`config.mk`:
```
export PLATFORM = sky130hd
export DESIGN_NAME = fan_duty_step_hysteresis_control_core_flat
export DESIGN_NICKNAME = d
export VERILOG_FILES = /design/src/rtl/fdsh_pkg.sv /design/src/rtl/fdsh_in_if.sv /design/src/rtl/fdsh_out_if.sv /design/src/rtl/fdsh_cfg_regs.sv /design/src/rtl/fdsh_level_step.sv /design/src/rtl/fan_duty_step_hysteresis_control_core.sv /design/src/flat_wrapper.sv
export SDC_FILE = /design/constraint.sdc
export NUM_CORES = 1
export LEC_CHECK = 0
export ABC_AREA = 1
export BUFFER_PORTS_ARGS = -buffer_cell sky130_fd_sc_hd__buf_2
export CORE_ASPECT_RATIO = 1.4
export CORE_MARGIN = 5
export CORE_UTILIZATION = 64
export CTS_CLUSTER_SIZE = 25
export DETAILED_ROUTE_END_ITERATION = 8
export GPL_TIMING_DRIVEN = 0
export PLACE_DENSITY = 0.85
export SLEW_MARGIN = 20
export SYNTH_ARGS = -nofsm -noshare
export SYNTH_HDL_FRONTEND = slang
export SYNTH_SLANG_ARGS = --single-unit
```
`constraint.sdc`:
```
create_clock -name i_clk -period 7.3 [get_ports i_clk]
set_input_delay 0.73 -clock i_clk [delete_from_list [all_inputs] [get_ports i_clk]]
set_output_delay 0.73 -clock i_clk [all_outputs]
set_load 0.05 [all_outputs]
```
`src/rtl/fdsh_pkg.sv`:
```
`timescale 1ns / 1ps
// Package for the stepped fan duty controller.
// Holds register indexes, reset thresholds, the threshold bundle type and level tables.
package fdsh_pkg;

    localparam int unsigned TEMP_W  = 18;
    localparam int unsigned FAULT_W = 8;
    localparam int unsigned CODE_W  = 5;
    localparam int unsigned PCT_W   = 7;
    localparam int unsigned LEVEL_W = 2;
    localparam int unsigned CFG_IDX_W = 3;

    typedef logic signed [TEMP_W-1:0] t_temp;
    typedef logic [LEVEL_W-1:0]       t_level;

    localparam t_level LEVEL_MIN = 2'd0;
    localparam t_level LEVEL_MAX = 2'd3;

    typedef enum logic [CFG_IDX_W-1:0] {
        REG_UP_LEVEL0   = 3'd0,
        REG_UP_LEVEL1   = 3'd1,
        REG_UP_LEVEL2   = 3'd2,
        REG_DOWN_LEVEL1 = 3'd3,
        REG_DOWN_LEVEL2 = 3'd4,
        REG_DOWN_LEVEL3 = 3'd5
    } t_cfg_index;

    localparam t_temp RST_UP_LEVEL0   = 18'sd46500;
    localparam t_temp RST_UP_LEVEL1   = 18'sd50000;
    localparam t_temp RST_UP_LEVEL2   = 18'sd54700;
    localparam t_temp RST_DOWN_LEVEL1 = 18'sd42700;
    localparam t_temp RST_DOWN_LEVEL2 = 18'sd47700;
    localparam t_temp RST_DOWN_LEVEL3 = 18'sd52700;

    typedef struct packed {
        t_temp up_level0;
        t_temp up_level1;
        t_temp up_level2;
        t_temp down_level1;
        t_temp down_level2;
        t_temp down_level3;
    } t_thresholds;

    localparam logic [CODE_W-1:0] CODE_LEVEL0 = 5'h0a;
    localparam logic [CODE_W-1:0] CODE_LEVEL1 = 5'h0d;
    localparam logic [CODE_W-1:0] CODE_LEVEL2 = 5'h10;
    localparam logic [CODE_W-1:0] CODE_LEVEL3 = 5'h14;

    localparam logic [PCT_W-1:0] PCT_LEVEL0 = 7'd50;
    localparam logic [PCT_W-1:0] PCT_LEVEL1 = 7'd65;
    localparam logic [PCT_W-1:0] PCT_LEVEL2 = 7'd80;
    localparam logic [PCT_W-1:0] PCT_LEVEL3 = 7'd100;

    function automatic logic [CODE_W-1:0] level_code(input t_level lvl);
        logic [CODE_W-1:0] code;
        unique case (lvl)
            2'd0:    code = CODE_LEVEL0;
            2'd1:    code = CODE_LEVEL1;
            2'd2:    code = CODE_LEVEL2;
            default: code = CODE_LEVEL3;
        endcase
        return code;
    endfunction

    function automatic logic [PCT_W-1:0] level_pct(input t_level lvl);
        logic [PCT_W-1:0] pct;
        unique case (lvl)
            2'd0:    pct = PCT_LEVEL0;
            2'd1:    pct = PCT_LEVEL1;
            2'd2:    pct = PCT_LEVEL2;
            default: pct = PCT_LEVEL3;
        endcase
        return pct;
    endfunction

endpackage

```
`src/rtl/fdsh_in_if.sv`:
```
`timescale 1ns / 1ps
// Input channel of the fan duty controller: one polling tick per word.
// Depends on fdsh_pkg.
interface fdsh_in_if;
    logic                          valid;
    logic                          ready;
    logic [fdsh_pkg::FAULT_W-1:0]  fault_status;
    logic                          temps_ok;
    fdsh_pkg::t_temp               temp_a;
    fdsh_pkg::t_temp               temp_b;

    modport source (output valid, fault_status, temps_ok, temp_a, temp_b, input ready);
    modport sink   (input valid, fault_status, temps_ok, temp_a, temp_b, output ready);
endinterface

```
`src/rtl/fdsh_out_if.sv`:
```
`timescale 1ns / 1ps
// Result channel of the fan duty controller: one duty word per tick.
// Depends on fdsh_pkg.
interface fdsh_out_if;
    logic                         valid;
    logic                         ready;
    logic [fdsh_pkg::CODE_W-1:0]  duty_code;
    logic [fdsh_pkg::PCT_W-1:0]   duty_percent;
    logic                         write_issued;

    modport source (output valid, duty_code, duty_percent, write_issued, input ready);
    modport sink   (input valid, duty_code, duty_percent, write_issued, output ready);
endinterface

```
`src/rtl/fdsh_cfg_regs.sv`:
```
`timescale 1ns / 1ps
// Threshold register file of the fan duty controller.
// Depends on fdsh_pkg.
module fdsh_cfg_regs (
    input  logic                             i_clk,
    input  logic                             i_rst_n,
    input  logic                             i_cfg_wr_en,
    input  logic [fdsh_pkg::CFG_IDX_W-1:0]   i_cfg_index,
    input  logic [fdsh_pkg::TEMP_W-1:0]      i_cfg_data,
    output fdsh_pkg::t_thresholds            o_thr
);

    fdsh_pkg::t_thresholds r_thr;
    fdsh_pkg::t_thresholds n_thr;

    always_comb begin
        n_thr = r_thr;
        if (i_cfg_wr_en) begin
            unique case (i_cfg_index)
                fdsh_pkg::REG_UP_LEVEL0:   n_thr.up_level0   = i_cfg_data;
                fdsh_pkg::REG_UP_LEVEL1:   n_thr.up_level1   = i_cfg_data;
                fdsh_pkg::REG_UP_LEVEL2:   n_thr.up_level2   = i_cfg_data;
                fdsh_pkg::REG_DOWN_LEVEL1: n_thr.down_level1 = i_cfg_data;
                fdsh_pkg::REG_DOWN_LEVEL2: n_thr.down_level2 = i_cfg_data;
                fdsh_pkg::REG_DOWN_LEVEL3: n_thr.down_level3 = i_cfg_data;
                default:                   n_thr = r_thr;
            endcase
        end
    end

    always_ff @(posedge i_clk) begin
        if (!i_rst_n) begin
            r_thr.up_level0   <= fdsh_pkg::RST_UP_LEVEL0;
            r_thr.up_level1   <= fdsh_pkg::RST_UP_LEVEL1;
            r_thr.up_level2   <= fdsh_pkg::RST_UP_LEVEL2;
            r_thr.down_level1 <= fdsh_pkg::RST_DOWN_LEVEL1;
            r_thr.down_level2 <= fdsh_pkg::RST_DOWN_LEVEL2;
            r_thr.down_level3 <= fdsh_pkg::RST_DOWN_LEVEL3;
        end else begin
            r_thr <= n_thr;
        end
    end

    assign o_thr = r_thr;

endmodule

```
`src/rtl/fdsh_level_step.sv`:
```
`timescale 1ns / 1ps
// Next duty level from fault byte, sensor average and hysteresis thresholds.
// Depends on fdsh_pkg.
module fdsh_level_step (
    input  fdsh_pkg::t_level                 i_level,
    input  logic [fdsh_pkg::FAULT_W-1:0]     i_fault_status,
    input  logic                             i_temps_ok,
    input  fdsh_pkg::t_temp                  i_temp_a,
    input  fdsh_pkg::t_temp                  i_temp_b,
    input  fdsh_pkg::t_thresholds            i_thr,
    output fdsh_pkg::t_level                 o_level,
    output logic                             o_write_issued
);

    localparam int unsigned SUM_W = fdsh_pkg::TEMP_W + 1;

    logic signed [SUM_W-1:0] sum;
    logic signed [SUM_W-1:0] sum_adj;
    fdsh_pkg::t_temp         avg;
    fdsh_pkg::t_temp         up_thr;
    fdsh_pkg::t_temp         down_thr;
    logic                    step_up;
    logic                    step_down;

    // truncate toward zero: bias negative sums by one before the shift
    assign sum     = SUM_W'(i_temp_a) + SUM_W'(i_temp_b);
    assign sum_adj = sum + $signed({{(SUM_W-1){1'b0}}, sum[SUM_W-1]});
    assign avg     = fdsh_pkg::t_temp'(sum_adj >>> 1);

    always_comb begin
        case (i_level)
            2'd0:    begin up_thr = i_thr.up_level0; down_thr = i_thr.down_level1; end
            2'd1:    begin up_thr = i_thr.up_level1; down_thr = i_thr.down_level1; end
            2'd2:    begin up_thr = i_thr.up_level2; down_thr = i_thr.down_level2; end
            default: begin up_thr = i_thr.up_level2; down_thr = i_thr.down_level3; end
        endcase
    end

    assign step_up   = (i_level != fdsh_pkg::LEVEL_MAX) && (avg >= up_thr);
    assign step_down = (i_level != fdsh_pkg::LEVEL_MIN) && (avg <= down_thr);

    always_comb begin
        o_level        = i_level;
        o_write_issued = 1'b0;
        if (i_fault_status != '0) begin
            o_level        = fdsh_pkg::LEVEL_MAX;
            o_write_issued = 1'b1;
        end else if (i_temps_ok) begin
            o_write_issued = 1'b1;
            if (step_up) begin
                o_level = i_level + 2'd1;
            end else if (step_down) begin
                o_level = i_level - 2'd1;
            end
        end
    end

endmodule

```
`src/rtl/fan_duty_step_hysteresis_control_core.sv`:
```
`timescale 1ns / 1ps
// Top level of the stepped fan duty controller with hysteresis.
// Depends on fdsh_pkg, fdsh_in_if, fdsh_out_if, fdsh_cfg_regs, fdsh_level_step.
//
// Usage:
//   i_in carries one polling tick per word: fault byte, read-ok flag and two
//   sensor temperatures in millidegrees C. o_out returns exactly one word per
//   tick: PWM code, duty percent and whether a PWM write is made.
//   The threshold registers are written through i_cfg_wr_en / i_cfg_index /
//   i_cfg_data, one register per cycle; the user must write them only while
//   no tick is in flight; the block itself does not enforce this.
//   Path: input register, then one pass of level logic into the result register.
//   Throughput: one word per cycle while o_out is not stalled; the duty level
//   register is the only loop and it closes in that single pass.
//   Reset: level returns to 50 percent, thresholds to their defaults, both
//   pipeline registers empty.
//   Stall: a held result keeps o_out stable; the input register still takes
//   one more word, then i_in.ready drops until the result is taken.
module fan_duty_step_hysteresis_control_core (
    input  logic                             i_clk,
    input  logic                             i_rst_n,
    fdsh_in_if.sink                          i_in,
    fdsh_out_if.source                       o_out,
    input  logic                             i_cfg_wr_en,
    input  logic [fdsh_pkg::CFG_IDX_W-1:0]   i_cfg_index,
    input  logic [fdsh_pkg::TEMP_W-1:0]      i_cfg_data
);

    fdsh_pkg::t_thresholds              thr;

    logic                               r_in_valid;
    logic [fdsh_pkg::FAULT_W-1:0]       r_fault_status;
    logic                               r_temps_ok;
    fdsh_pkg::t_temp                    r_temp_a;
    fdsh_pkg::t_temp                    r_temp_b;

    fdsh_pkg::t_level                   r_level;
    fdsh_pkg::t_level                   n_level;
    logic                               n_write_issued;

    logic                               r_out_valid;
    logic [fdsh_pkg::CODE_W-1:0]        r_duty_code;
    logic [fdsh_pkg::PCT_W-1:0]         r_duty_percent;
    logic                               r_write_issued;

    logic                               advance;
    logic                               in_fire;

    fdsh_cfg_regs u_cfg (
        .i_clk       (i_clk),
        .i_rst_n     (i_rst_n),
        .i_cfg_wr_en (i_cfg_wr_en),
        .i_cfg_index (i_cfg_index),
        .i_cfg_data  (i_cfg_data),
        .o_thr       (thr)
    );

    fdsh_level_step u_step (
        .i_level        (r_level),
        .i_fault_status (r_fault_status),
        .i_temps_ok     (r_temps_ok),
        .i_temp_a       (r_temp_a),
        .i_temp_b       (r_temp_b),
        .i_thr          (thr),
        .o_level        (n_level),
        .o_write_issued (n_write_issued)
    );

    assign advance    = r_in_valid && (!r_out_valid || o_out.ready);
    assign i_in.ready = !r_in_valid || advance;
    assign in_fire    = i_in.valid && i_in.ready;

    always_ff @(posedge i_clk) begin
        if (!i_rst_n) begin
            r_in_valid  <= 1'b0;
            r_out_valid <= 1'b0;
            r_level     <= fdsh_pkg::LEVEL_MIN;
        end else begin
            if (i_in.ready) begin
                r_in_valid <= i_in.valid;
            end
            if (advance) begin
                r_out_valid <= 1'b1;
                r_level     <= n_level;
            end else if (o_out.ready) begin
                r_out_valid <= 1'b0;
            end
        end
    end

    always_ff @(posedge i_clk) begin
        if (in_fire) begin
            r_fault_status <= i_in.fault_status;
            r_temps_ok     <= i_in.temps_ok;
            r_temp_a       <= i_in.temp_a;
            r_temp_b       <= i_in.temp_b;
        end
        if (advance) begin
            r_duty_code    <= fdsh_pkg::level_code(n_level);
            r_duty_percent <= fdsh_pkg::level_pct(n_level);
            r_write_issued <= n_write_issued;
        end
    end

    assign o_out.valid        = r_out_valid;
    assign o_out.duty_code    = r_duty_code;
    assign o_out.duty_percent = r_duty_percent;
    assign o_out.write_issued = r_write_issued;

    a_fault_forces_max: assert property (@(posedge i_clk) disable iff (!i_rst_n)
        (advance && (r_fault_status != '0)) |=> (r_level == fdsh_pkg::LEVEL_MAX))
        else $error("fault tick did not force the top duty level");

    a_bad_read_keeps_level: assert property (@(posedge i_clk) disable iff (!i_rst_n)
        (advance && (r_fault_status == '0) && !r_temps_ok) |=> $stable(r_level))
        else $error("failed sensor read changed the duty level");

    a_level_idle_holds: assert property (@(posedge i_clk) disable iff (!i_rst_n)
        !advance |=> $stable(r_level))
        else $error("duty level moved without a tick");

    a_result_matches_level: assert property (@(posedge i_clk) disable iff (!i_rst_n)
        advance |=> (r_duty_code == fdsh_pkg::level_code(r_level)))
        else $error("result code does not match the stored level");

    a_code_pct_pair: assert property (@(posedge i_clk) disable iff (!i_rst_n)
        r_out_valid |->
            ((r_duty_code == fdsh_pkg::CODE_LEVEL0) && (r_duty_percent == fdsh_pkg::PCT_LEVEL0)) ||
            ((r_duty_code == fdsh_pkg::CODE_LEVEL1) && (r_duty_percent == fdsh_pkg::PCT_LEVEL1)) ||
            ((r_duty_code == fdsh_pkg::CODE_LEVEL2) && (r_duty_percent == fdsh_pkg::PCT_LEVEL2)) ||
            ((r_duty_code == fdsh_pkg::CODE_LEVEL3) && (r_duty_percent == fdsh_pkg::PCT_LEVEL3)))
        else $error("duty code and percent disagree");

endmodule
```
`src/flat_wrapper.sv`:
```
// flat-port wrapper written by rule: the top's interface ports become plain ports
module fan_duty_step_hysteresis_control_core_flat 
  (i_clk, i_rst_n, i_cfg_wr_en, i_cfg_index, i_cfg_data, i_in_valid, i_in_fault_status, i_in_temps_ok, i_in_temp_a, i_in_temp_b, i_in_ready, o_out_valid, o_out_duty_code, o_out_duty_percent, o_out_write_issued, o_out_ready);
  fdsh_in_if i_in_i ();
  fdsh_out_if o_out_i ();
  input  logic i_clk;
  input  logic i_rst_n;
  input  logic i_cfg_wr_en;
  input  logic [fdsh_pkg::CFG_IDX_W-1:0] i_cfg_index;
  input  logic [fdsh_pkg::TEMP_W-1:0] i_cfg_data;
  input wire logic [$bits(i_in_i.valid)-1:0] i_in_valid;
  input wire logic [$bits(i_in_i.fault_status)-1:0] i_in_fault_status;
  input wire logic [$bits(i_in_i.temps_ok)-1:0] i_in_temps_ok;
  input wire logic [$bits(i_in_i.temp_a)-1:0] i_in_temp_a;
  input wire logic [$bits(i_in_i.temp_b)-1:0] i_in_temp_b;
  output wire logic [$bits(i_in_i.ready)-1:0] i_in_ready;
  output wire logic [$bits(o_out_i.valid)-1:0] o_out_valid;
  output wire logic [$bits(o_out_i.duty_code)-1:0] o_out_duty_code;
  output wire logic [$bits(o_out_i.duty_percent)-1:0] o_out_duty_percent;
  output wire logic [$bits(o_out_i.write_issued)-1:0] o_out_write_issued;
  input wire logic [$bits(o_out_i.ready)-1:0] o_out_ready;
  assign i_in_i.valid = i_in_valid;
  assign i_in_i.fault_status = i_in_fault_status;
  assign i_in_i.temps_ok = i_in_temps_ok;
  assign i_in_i.temp_a = i_in_temp_a;
  assign i_in_i.temp_b = i_in_temp_b;
  assign i_in_ready = i_in_i.ready;
  assign o_out_valid = o_out_i.valid;
  assign o_out_duty_code = o_out_i.duty_code;
  assign o_out_duty_percent = o_out_i.duty_percent;
  assign o_out_write_issued = o_out_i.write_issued;
  assign o_out_i.ready = o_out_ready;
  fan_duty_step_hysteresis_control_core u_core (.i_clk(i_clk), .i_rst_n(i_rst_n), .i_in(i_in_i), .o_out(o_out_i), .i_cfg_wr_en(i_cfg_wr_en), .i_cfg_index(i_cfg_index), .i_cfg_data(i_cfg_data));
endmodule
```
==> results of run 1 <==
[registers in the layout (all words and copies together), names as in the netlist]
| name | flops |
|---|---|
| u_core.r_fault_status | 8 |
| u_core.r_level | 2 |
| u_core.o_out.duty_percent | 4 |
| u_core.u_cfg.o_thr | 108 |
| u_core.r_temps_ok | 1 |
| u_core.o_out.duty_code | 5 |
| u_core.r_in_valid | 1 |
| u_core.o_out.write_issued | 1 |
| u_core.r_temp_b | 18 |
| u_core.o_out.valid | 1 |
| u_core.r_temp_a | 18 |
[logic make-up (layout without fill, tap and decap cells)]
group / after synthesis / in the layout / synth area share (%)
flops: 167 / 167 / 43.7
other cells: 1 / 1 / 0.0421
simple gates: 550 / 550 / 27.6
xor+xnor: 17 / 17 / 1.67
fa+ha+maj: 55 / 55 / 7.81
compound gates: 193 / 193 / 12.3
buf+inv: 155 / 271 / 6.80
[cells in the final DEF, fill, tap and decap left out, types with 2 or more instances in the layout]
| cell | Yosys | routed |
|---|---|---|
| clkbuf_1 | 37 | 39 |
| a21oi_2 | 4 | 4 |
| o21ai_0 | 86 | 86 |
| and3_1 | 2 | 2 |
| nand2_2 | 22 | 22 |
| nor2_1 | 145 | 145 |
| buf_2 | 0 | 83 |
| inv_2 | 4 | 5 |
| nand3_2 | 13 | 13 |
| nor4_1 | 4 | 4 |
| clkinv_1 | 5 | 5 |
| ha_1 | 54 | 54 |
| dfxtp_1 | 112 | 112 |
| nand3b_1 | 4 | 4 |
| clkinv_2 | 0 | 2 |
| a22oi_1 | 9 | 9 |
| bufinv_16 | 0 | 2 |
| edfxtp_1 | 55 | 55 |
| clkbuf_16 | 0 | 18 |
| o22ai_1 | 2 | 2 |
| nand3_1 | 90 | 90 |
| nor2_2 | 4 | 4 |
| inv_6 | 0 | 3 |
| nand2_1 | 244 | 244 |
| inv_8 | 0 | 2 |
| xor2_1 | 15 | 15 |
| clkbuf_8 | 1 | 2 |
| xnor2_1 | 2 | 2 |
| nor2_4 | 3 | 3 |
| a21oi_1 | 65 | 65 |
| inv_1 | 103 | 102 |
| nand4_1 | 9 | 9 |
| a22o_1 | 16 | 16 |
| nand2_4 | 2 | 2 |
| buf_4 | 3 | 3 |
| nor3_1 | 4 | 4 |
| a21o_1 | 3 | 3 |
[through the flow]
stage | hold WS [ns] | power (uW) | util, % | worst slack (ns)
6_report | 0.454 | 2480 | 73.8 | 1.34
5_1_grt | 0.463 | 2580 | 73.8 | 1.02
4_1_cts | 0.453 | 2470 | 73.8 | 1.40
3_5_place_dp | 0.437 | 1560 | 69.4 | 1.52
3_3_place_gp | 0.432 | 1540 | 69.3 | 1.70
2_1_floorplan | 0.424 | 1410 | - | 2.41
[path summary, 6_finish.rpt]
kind	from	slack, ns	cells after the start	to
worst max-delay path	u_core.r_temp_b[0]	1.34	36	u_core.o_out.duty_percent[6]
worst min-delay path	u_core.u_cfg.o_thr[14]	0.45	2	u_core.u_cfg.o_thr[14]
worst max register to register	u_core.r_temp_b[0]	1.34	36	u_core.o_out.duty_percent[6]
worst min register to register	u_core.u_cfg.o_thr[14]	0.45	2	u_core.u_cfg.o_thr[14]
[critical path, delay by kind of cell (launching register included)]
family | cells | cell delay (ns)
AOI/OAI and AO/OA | 3 | 0.42
xor gates and xnor gates | 1 | 0.33
adders and majority gates | 4 | 1.24
buffers and inverters | 2 | 0.15
DFF | 1 | 0.39
and+or+nand+nor | 26 | 3.19
[metal layers]
layer / wire length, microns / part of all wire (%) / global-route usage (%) / up-vias
met3: 1670 / 7.0 / 5.39 / 105
li1: - / - / - / 3985
met5: 0 / 0 / 0 / -
met1: 8860 / 37 / 33.2 / 3753
met2: 11900 / 50 / 52.6 / 348
met4: 1560 / 6.5 / 18.2 / 0
[final cells by class]
class,instances,share of cell area [%]
inverter,113,4.19
multi-input combinational,816,43.3
clock inverter,11,1.33
sequential,167,38.3
buffer,42,1.76
clock buffer,21,4.64
timing repair buffer,84,4.28
tap,185,2.27
[power by group through the flow]
stage	combinational (uW)	sequential (uW)	clock (uW)
after floorplan	371	1040	0
after global placement	501	1040	0
after detailed placement	519	1040	0
after CTS	529	1020	923
after global routing	598	1020	967
final	537	1020	924
==> results_dict.tcl, run 1 <==
set metrics [dict create \
    status "complete, no violations" \
    dp_hpwl_microns 17700 \
    drive_gt1_share_pct 14.1 \
    yosysUniqueCellTypes 47 \
    avgSynthCellArea_sq_um 7.82 \
    p_switching_uw 755 \
    antenna_found_initial 0 \
    finalInstanceArea_sq_mm 0.0102 \
    critical_path_peak_fanout 4 \
    drt_iter0_drc 485 \
    skew_ns 0.00951 \
    finalMaxSlewViolations 0 \
    drt-total-wl_microns 24000 \
    clockBufferDepth 2 \
    hold_viol_final 0 \
    required_ns 7.48 \
    regArea_sq_mm 0.00389 \
    cp-start-kind "flop" \
    final_nets 1367 \
    path_clk_slew_ns 0.07 \
    swShare_pct 30.5 \
    viasPerCell 5.69 \
    root_buffer "clkbuf_16" \
    post-route-period-util_pct 81.7 \
    grt_pass1_wl_microns 37900 \
    cts_made_buffers 17 \
    cp.arrival_ns 6.14 \
    hold_buffers 0 \
    antenna_left 0 \
    gp_congestion 1.02 \
    hold_class "flop to flop" \
    clkPwrFrac_pct 37.3 \
    num-fill-cells 1098 \
    worst_pin_slew_ns 0.667 \
    netlist.area_leader.share_pct 25.2 \
    htreeDepth 4 \
    numClockSinks 167 \
    cpMostUsedCell "nand2_2" \
    vias 8191 \
    post_cts_buffers 0 \
    max_stage_delay_ns 0.49 \
    dieArea_sq_mm 0.0164 \
    syn_nets 1264 \
    fin_cells 1439 \
    seqPwrFrac_pct 41.0 \
    grt_overflow 0 \
    ys_seq_area_share_pct 43.7 \
    io_pins 86 \
    relSlewSlack_pct 55.3 \
    min_period_ns 5.96 \
    crit_type "flop to flop" \
    die_h_microns 150 \
    insertion_delay_ns 0.43 \
    rsz0062_at_grt "no" \
    drc_errors 0 \
    synth_edf_count 55 \
    peakVddDrop_uv 185 \
    drt_first_pass_iters 7 \
    cts_resized 0 \
    dp.cells 1407 \
    async_flop_share_pct 0 \
    yosys_register_bits 167 \
    cellLeakagePower_uw 0.00488 \
    grt_use_total_pct 30.0 \
    grt_pass1_vias 7874 \
    grt_start_max_net_pins 39 \
    tns_ns 0 \
    p_per_area_mw_per_mm2 243 \
    syn_to_final_growth_pct 14.3 \
    internal_power_uw 1720 \
    port_buffers 83 \
    synth_commonest_cells "nand2_1, nor2_1, dfxtp_1, inv_1, nand3_1" \
    num_rows 51 \
    multi_input_area_sq_mm 0.00440 \
    p_comb_share_pct 21.7 \
    antenna_cells 0 \
    synthTopCellsByArea "dfxtp_1, edfxtp_1, nand2_1" \
    cts_tree "yes" \
    maxCapViolCount 0 \
    netlist_area_sq_mm 0.00890 \
    synthFlopType "dfxtp_1" \
    placed_area_sq_mm 0.00957 \
    cp_slowest_cell "nor4_1" \
    setup_viol 0 \
    end_kind "flop" \
    post_drt_wl_per_cell_microns 16.7 \
    syn_inst 1138 \
    yosysMostFrequentCell "nand2_1" \
    initial_core_util_pct 64.6 \
    die_w_microns 110 \
    ys_warn_count 0 \
    coreArea_sq_mm 0.0138 \
    max_freq_mhz 168 \
    synth_top_cell_by_area "dfxtp_1" \
]
Power figures use the tool's default switching activity.
==> inputs of run 2 (changes only) <==
CORE_UTILIZATION = 60   (was 64)
PLACE_DENSITY = 0.81   (was 0.85)
clock period = 6.05 ns   (was 7.3 ns; I/O delays follow)
==> results_dict.tcl, run 2 (synthesis results as in run 1) <==
set metrics [dict create \
    initial_core_util_pct 61.4 \
    crit_type "flop to flop" \
    fin_cells 1443 \
    finalMaxSlewViolations 0 \
    largest_reg_flops 108 \
    grt_pass1_wl_microns 38200 \
    vias 8156 \
    cp_slowest_cell "fa_2" \
    dp_hpwl_microns 17900 \
    path_clk_slew_ns 0.07 \
    max_freq_mhz 178 \
    peakVddDrop_uv 176 \
    end_kind "flop" \
    final_core_util_pct 70.4 \
    finalInstanceArea_sq_mm 0.0102 \
    numClockSinks 167 \
    drt_first_pass_iters 8 \
    drt-total-wl_microns 23800 \
    htreeDepth 4 \
    post_drt_wl_per_cell_microns 16.5 \
    gp_congestion 0.944 \
    final_nets 1367 \
    io_pins 86 \
    syn_to_final_growth_pct 14.7 \
    die_h_microns 154 \
    cts_made_buffers 17 \
    grt_use_total_pct 27.6 \
    critical_path_peak_fanout 4 \
    num_rows 52 \
    drive_gt1_share_pct 14.5 \
    cp_num_buf_inv 2 \
    rsz0062_at_grt "no" \
    grt_pass1_vias 8076 \
    viasPerCell 5.65 \
    max_stage_delay_ns 0.42 \
    placed_area_sq_mm 0.00957 \
    tns_ns 0 \
    maxCapViolCount 0 \
    grt_start_max_net_pins 37 \
    multi_input_area_sq_mm 0.00442 \
    worst_pin_slew_ns 0.704 \
    path_delay_family "simple AND/OR/NAND/NOR gates" \
    status "complete, no violations" \
    dp.cells 1411 \
    root_buffer "clkbuf_16" \
    antenna_cells 0 \
    hold_viol_final 0 \
    min_period_ns 5.62 \
    cp.arrival_ns 5.80 \
    die_w_microns 113 \
    antenna_left 0 \
    drc_errors 0 \
    cp-start-kind "flop" \
    p_per_area_mw_per_mm2 294 \
    num-fill-cells 1178 \
    cpMostUsedCell "nand2_2" \
    final_common_cell "nand2_1" \
    clockBufferDepth 2 \
    setup_viol 0 \
    cts_tree "yes" \
    skew_ns 0.0111 \
    hold_class "primary input to flop" \
    port_buffers 83 \
    dieArea_sq_mm 0.0174 \
    required_ns 6.23 \
    drt_iter0_drc 655 \
    relSlewSlack_pct 52.9 \
    antenna_found_initial 0 \
    insertion_delay_ns 0.44 \
    grt_overflow 0 \
    post-route-period-util_pct 92.8 \
    coreArea_sq_mm 0.0145 \
    cellLeakagePower_uw 0.00489 \
    regArea_sq_mm 0.00389 \
    final_cell_mix "nand2_1, nor2_1, dfxtp_1" \
]
-- run 2: what timing repair did --
item,4_1_cts,5_1_grt
buffers inserted,0,0
hold buffers,0,0
resized for setup,0,4
setup endpoints to repair,0,6
endpoints found under the hold margin,0,0
-- run 2: final timing paths --
kind	cells after the start	slack, ns	to	startpoint
setup reg to reg	36	0.43	u_core.o_out.duty_percent[6]	u_core.r_temp_b[0]
hold reg to reg	2	0.45	u_core.u_cfg.o_thr[8]	u_core.u_cfg.o_thr[8]
setup / recovery	36	0.43	u_core.o_out.duty_percent[6]	u_core.r_temp_b[0]
hold / removal	1	0.34	u_core.r_temp_b[7]	i_in_temp_b[7]
-- run 2: worst register-to-register path: cells and delay by family (launching register included) --
family | cells | cell delay [ns]
AND/OR/NAND/NOR | 26 | 2.99
adder cells (fa/ha/maj) | 4 | 1.28
flip-flops | 1 | 0.38
AO/OA/AOI/OAI | 3 | 0.37
XOR/XNOR | 1 | 0.18
buffers and inverters | 2 | 0.13
-- run 2: area by class of cell --
| class | count | share of cell area (%) |
|---|---|---|
| Multi-Input combinational cell | 816 | 43.3 |
| Sequential cell | 167 | 38.1 |
| Clock buffer | 21 | 4.72 |
| Timing Repair Buffer | 84 | 4.27 |
| Inverter | 113 | 4.18 |
| Tap cell | 189 | 2.32 |
| Buffer | 42 | 1.75 |
| Clock inverter | 11 | 1.31 |
-- run 2: power breakdown --
group	internal, uW	total (uW)	switching, uW
clock	663	1130	470
combinational	221	645	424
sequential	1210	1230	20.4
-- run 2: through the flow --
step	total power [uW]	setup slack [ns]	hold slack, ns
6_report	3000	0.433	0.335
5_1_grt	3140	0.00710	0.326
4_1_cts	3000	0.297	0.330
3_5_place_dp	1880	0.376	0.437
3_3_place_gp	1860	0.467	0.432
2_1_floorplan	1700	1.16	0.424
-- run 2: routing by layer --
layer,up-vias,GRT usage (%),part of all wire (%)
met5,-,0,0
met1,3758,29.8,37
li1,3974,-,-
met3,99,5.74,6.3
met2,325,48.1,50
met4,0,18.4,6.5
==> inputs of run 3 (changes only) <==
MAX_ROUTING_LAYER = met4   (was default)
PLACE_DENSITY = 0.8   (was 0.81)
SYNTH_HIERARCHICAL = 1   (was default)
==> results_dict.tcl, run 3 <==
set metrics [dict create \
    yosysUniqueCellTypes 45 \
    syn_inst 1224 \
    numClockSinks 167 \
    post_drt_wl_per_cell_microns 17.1 \
    fin_cells 1546 \
    peakVddDrop_uv 176 \
    max_freq_mhz 172 \
    internal_power_uw 2050 \
    viasPerCell 5.78 \
    cp_slowest_cell "fa_2" \
    fin_ws_ns 0.221 \
    swShare_pct 32.5 \
    hold_buffers 0 \
    cellLeakagePower_uw 0.00514 \
    gp_congestion 1.02 \
    hold_viol_final 0 \
    seqPwrFrac_pct 40.4 \
    vias 8932 \
    final_nets 1468 \
    dp_hpwl_microns 19200 \
    yosysMostFrequentCell "nand2_1" \
    coreArea_sq_mm 0.0155 \
    die_h_microns 158 \
    p_per_area_mw_per_mm2 279 \
    antenna_left 0 \
    post-route-period-util_pct 96.4 \
    relSlewSlack_pct 37.1 \
    htreeDepth 4 \
    final_common_cell "nand2_1" \
    io_pins 86 \
    grt_start_max_net_pins 40 \
    clockBufferDepth 2 \
    setup_viol 0 \
    clkPwrFrac_pct 35.5 \
    ys_seq_area_share_pct 41.5 \
    yosys_register_bits 167 \
    drt-total-wl_microns 26400 \
    syn_to_final_growth_pct 16.2 \
    synthFlopType "dfxtp_1" \
    cts_made_buffers 17 \
    netlist.area_leader.share_pct 23.9 \
    finalMaxSlewViolations 0 \
    max_stage_delay_ns 0.43 \
    port_buffers 84 \
    dp.cells 1505 \
    cpMostUsedCell "nand2_2" \
    netlist_area_sq_mm 0.00937 \
    status "complete, no violations" \
    antenna_found_initial 1 \
    pre_cts_slack_ns -0.0761 \
    end_kind "flop" \
    p_switching_uw 989 \
    dieArea_sq_mm 0.0183 \
    min_period_ns 5.83 \
    final_cell_mix "nand2_1, nor2_1, nand3_1" \
    cts_tree "yes" \
    root_buffer "clkbuf_16" \
    insertion_delay_ns 0.42 \
    p_comb_share_pct 24.0 \
    crit_type "flop to flop" \
    p_total_uw 3040 \
    grt_pass1_vias 8360 \
    required_ns 6.22 \
    avgSynthCellArea_sq_um 7.66 \
    path_clk_slew_ns 0.07 \
    synthTopCellsByArea "dfxtp_1, edfxtp_1, nand2_1" \
    die_w_microns 116 \
    skew_ns 0.00687 \
    critical_path_peak_fanout 4 \
    synth_edf_count 55 \
    drt_iter0_drc 874 \
    worst_pin_slew_ns 0.944 \
    syn_nets 1356 \
    cp-start-kind "flop" \
    drc_errors 0 \
    async_flop_share_pct 0 \
    grt_use_total_pct 29.2 \
    cp.arrival_ns 6.00 \
    initial_core_util_pct 60.6 \
    drt_first_pass_iters 7 \
    synth_commonest_cells "nand2_1, nor2_1, nand3_1, dfxtp_1, inv_1" \
    ys_warn_count 6 \
    num_rows 54 \
    grt_overflow 0 \
    synth_top_cell_by_area "dfxtp_1" \
    hold_class "primary input to flop" \
    grt_pass1_wl_microns 40500 \
    largest_reg_flops 108 \
    drive_gt1_share_pct 18.3 \
    maxCapViolCount 0 \
]
[run 3: cell count changes after synthesis, moves of 8 or more]
| cell | change |
|---|---|
| a21oi_1 | -16 |
| buf_2 | +10 |
| buf_4 | +8 |
| clkbuf_1 | -25 |
| nand2_1 | +70 |
| nand3_1 | +62 |
| nand4_1 | +8 |
| nor2_1 | +11 |
| o21ai_0 | -67 |
[run 3: metal layers]
metal	track usage, %	part of all wire, %	up-vias
li1	-	-	4261
met1	31.3	36	4203
met2	51.2	52	373
met3	3.98	6.4	95
met4	17.0	5.8	0
met5	-	0	-
[run 3: worst max-delay path: cells and delay by family (launching register included)]
kind | cells | cell delay [ns]
simple gates | 25 | 2.84
compound gates | 2 | 0.40
fa+ha+maj | 5 | 1.33
buf+inv | 4 | 0.29
flops | 1 | 0.42
xor+xnor | 1 | 0.29
[run 3: path summary, 6_finish.rpt]
path	cells after the start	from	slack, ns	endpoint
worst min register to register	2	u_core/u_cfg/o_thr[3]	0.46	u_core/u_cfg/o_thr[3]
worst min-delay path	1	i_in_fault_status[2]	0.35	u_core/r_fault_status[2]
worst max-delay path	37	u_core/r_temp_b[0]	0.22	u_core/o_out.duty_code[2]
worst max register to register	37	u_core/r_temp_b[0]	0.22	u_core/o_out.duty_code[2]
[run 3: final cells by class]
cell class	instances	area, sq um
multi-input combinational	901	5010
antenna	1	2.50
fill	1286	4580
buffer	43	238
timing repair buffer	93	500
inverter	113	424
tap	196	245
clock inverter	14	140
sequential	167	3890
clock buffer	18	439
[run 3: logic make-up (layout without fill, tap and decap cells)]
kind of cell	after synthesis	after routing	share of synthesized area, %
flops	167	167	41.5
simple gates	705	705	33.7
other cells	1	2	0.0400
compound gates	116	116	7.80
buf+inv	156	281	7.06
fa+ha+maj	61	61	8.22
xor+xnor	18	18	1.68
[run 3: stage by stage]
step / area, sq um / hold WS (ns) / setup TNS [ns] / utilization (%)
2_1_floorplan: 9370 / 0.424 / 0 / -
3_3_place_gp: 10000 / 0.432 / 0 / 64.9
3_5_place_dp: 10100 / 0.437 / -0.255 / 65.0
4_1_cts: 10700 / 0.348 / 0 / 68.9
5_1_grt: 10900 / 0.336 / -0.365 / 70.4
6_report: 10900 / 0.353 / 0 / 70.4
[run 3: power by group through the flow]
stage	Sequential (uW)	Combinational (uW)	Clock [uW]
final	1230	731	1080
after global routing	1230	806	1140
after CTS	1230	677	1090
after detailed placement	1250	668	0
after global placement	1250	650	0
after floorplan	1260	479	0
[run 3: what timing repair did]
item / CTS / global route
setup buffers: 1 / 7
endpoints found under the hold margin: 0 / 0
pin swaps: 1 / 19
gates cloned: 0 / 0
gates resized for setup: 3 / 37
setup endpoints to repair: 6 / 11
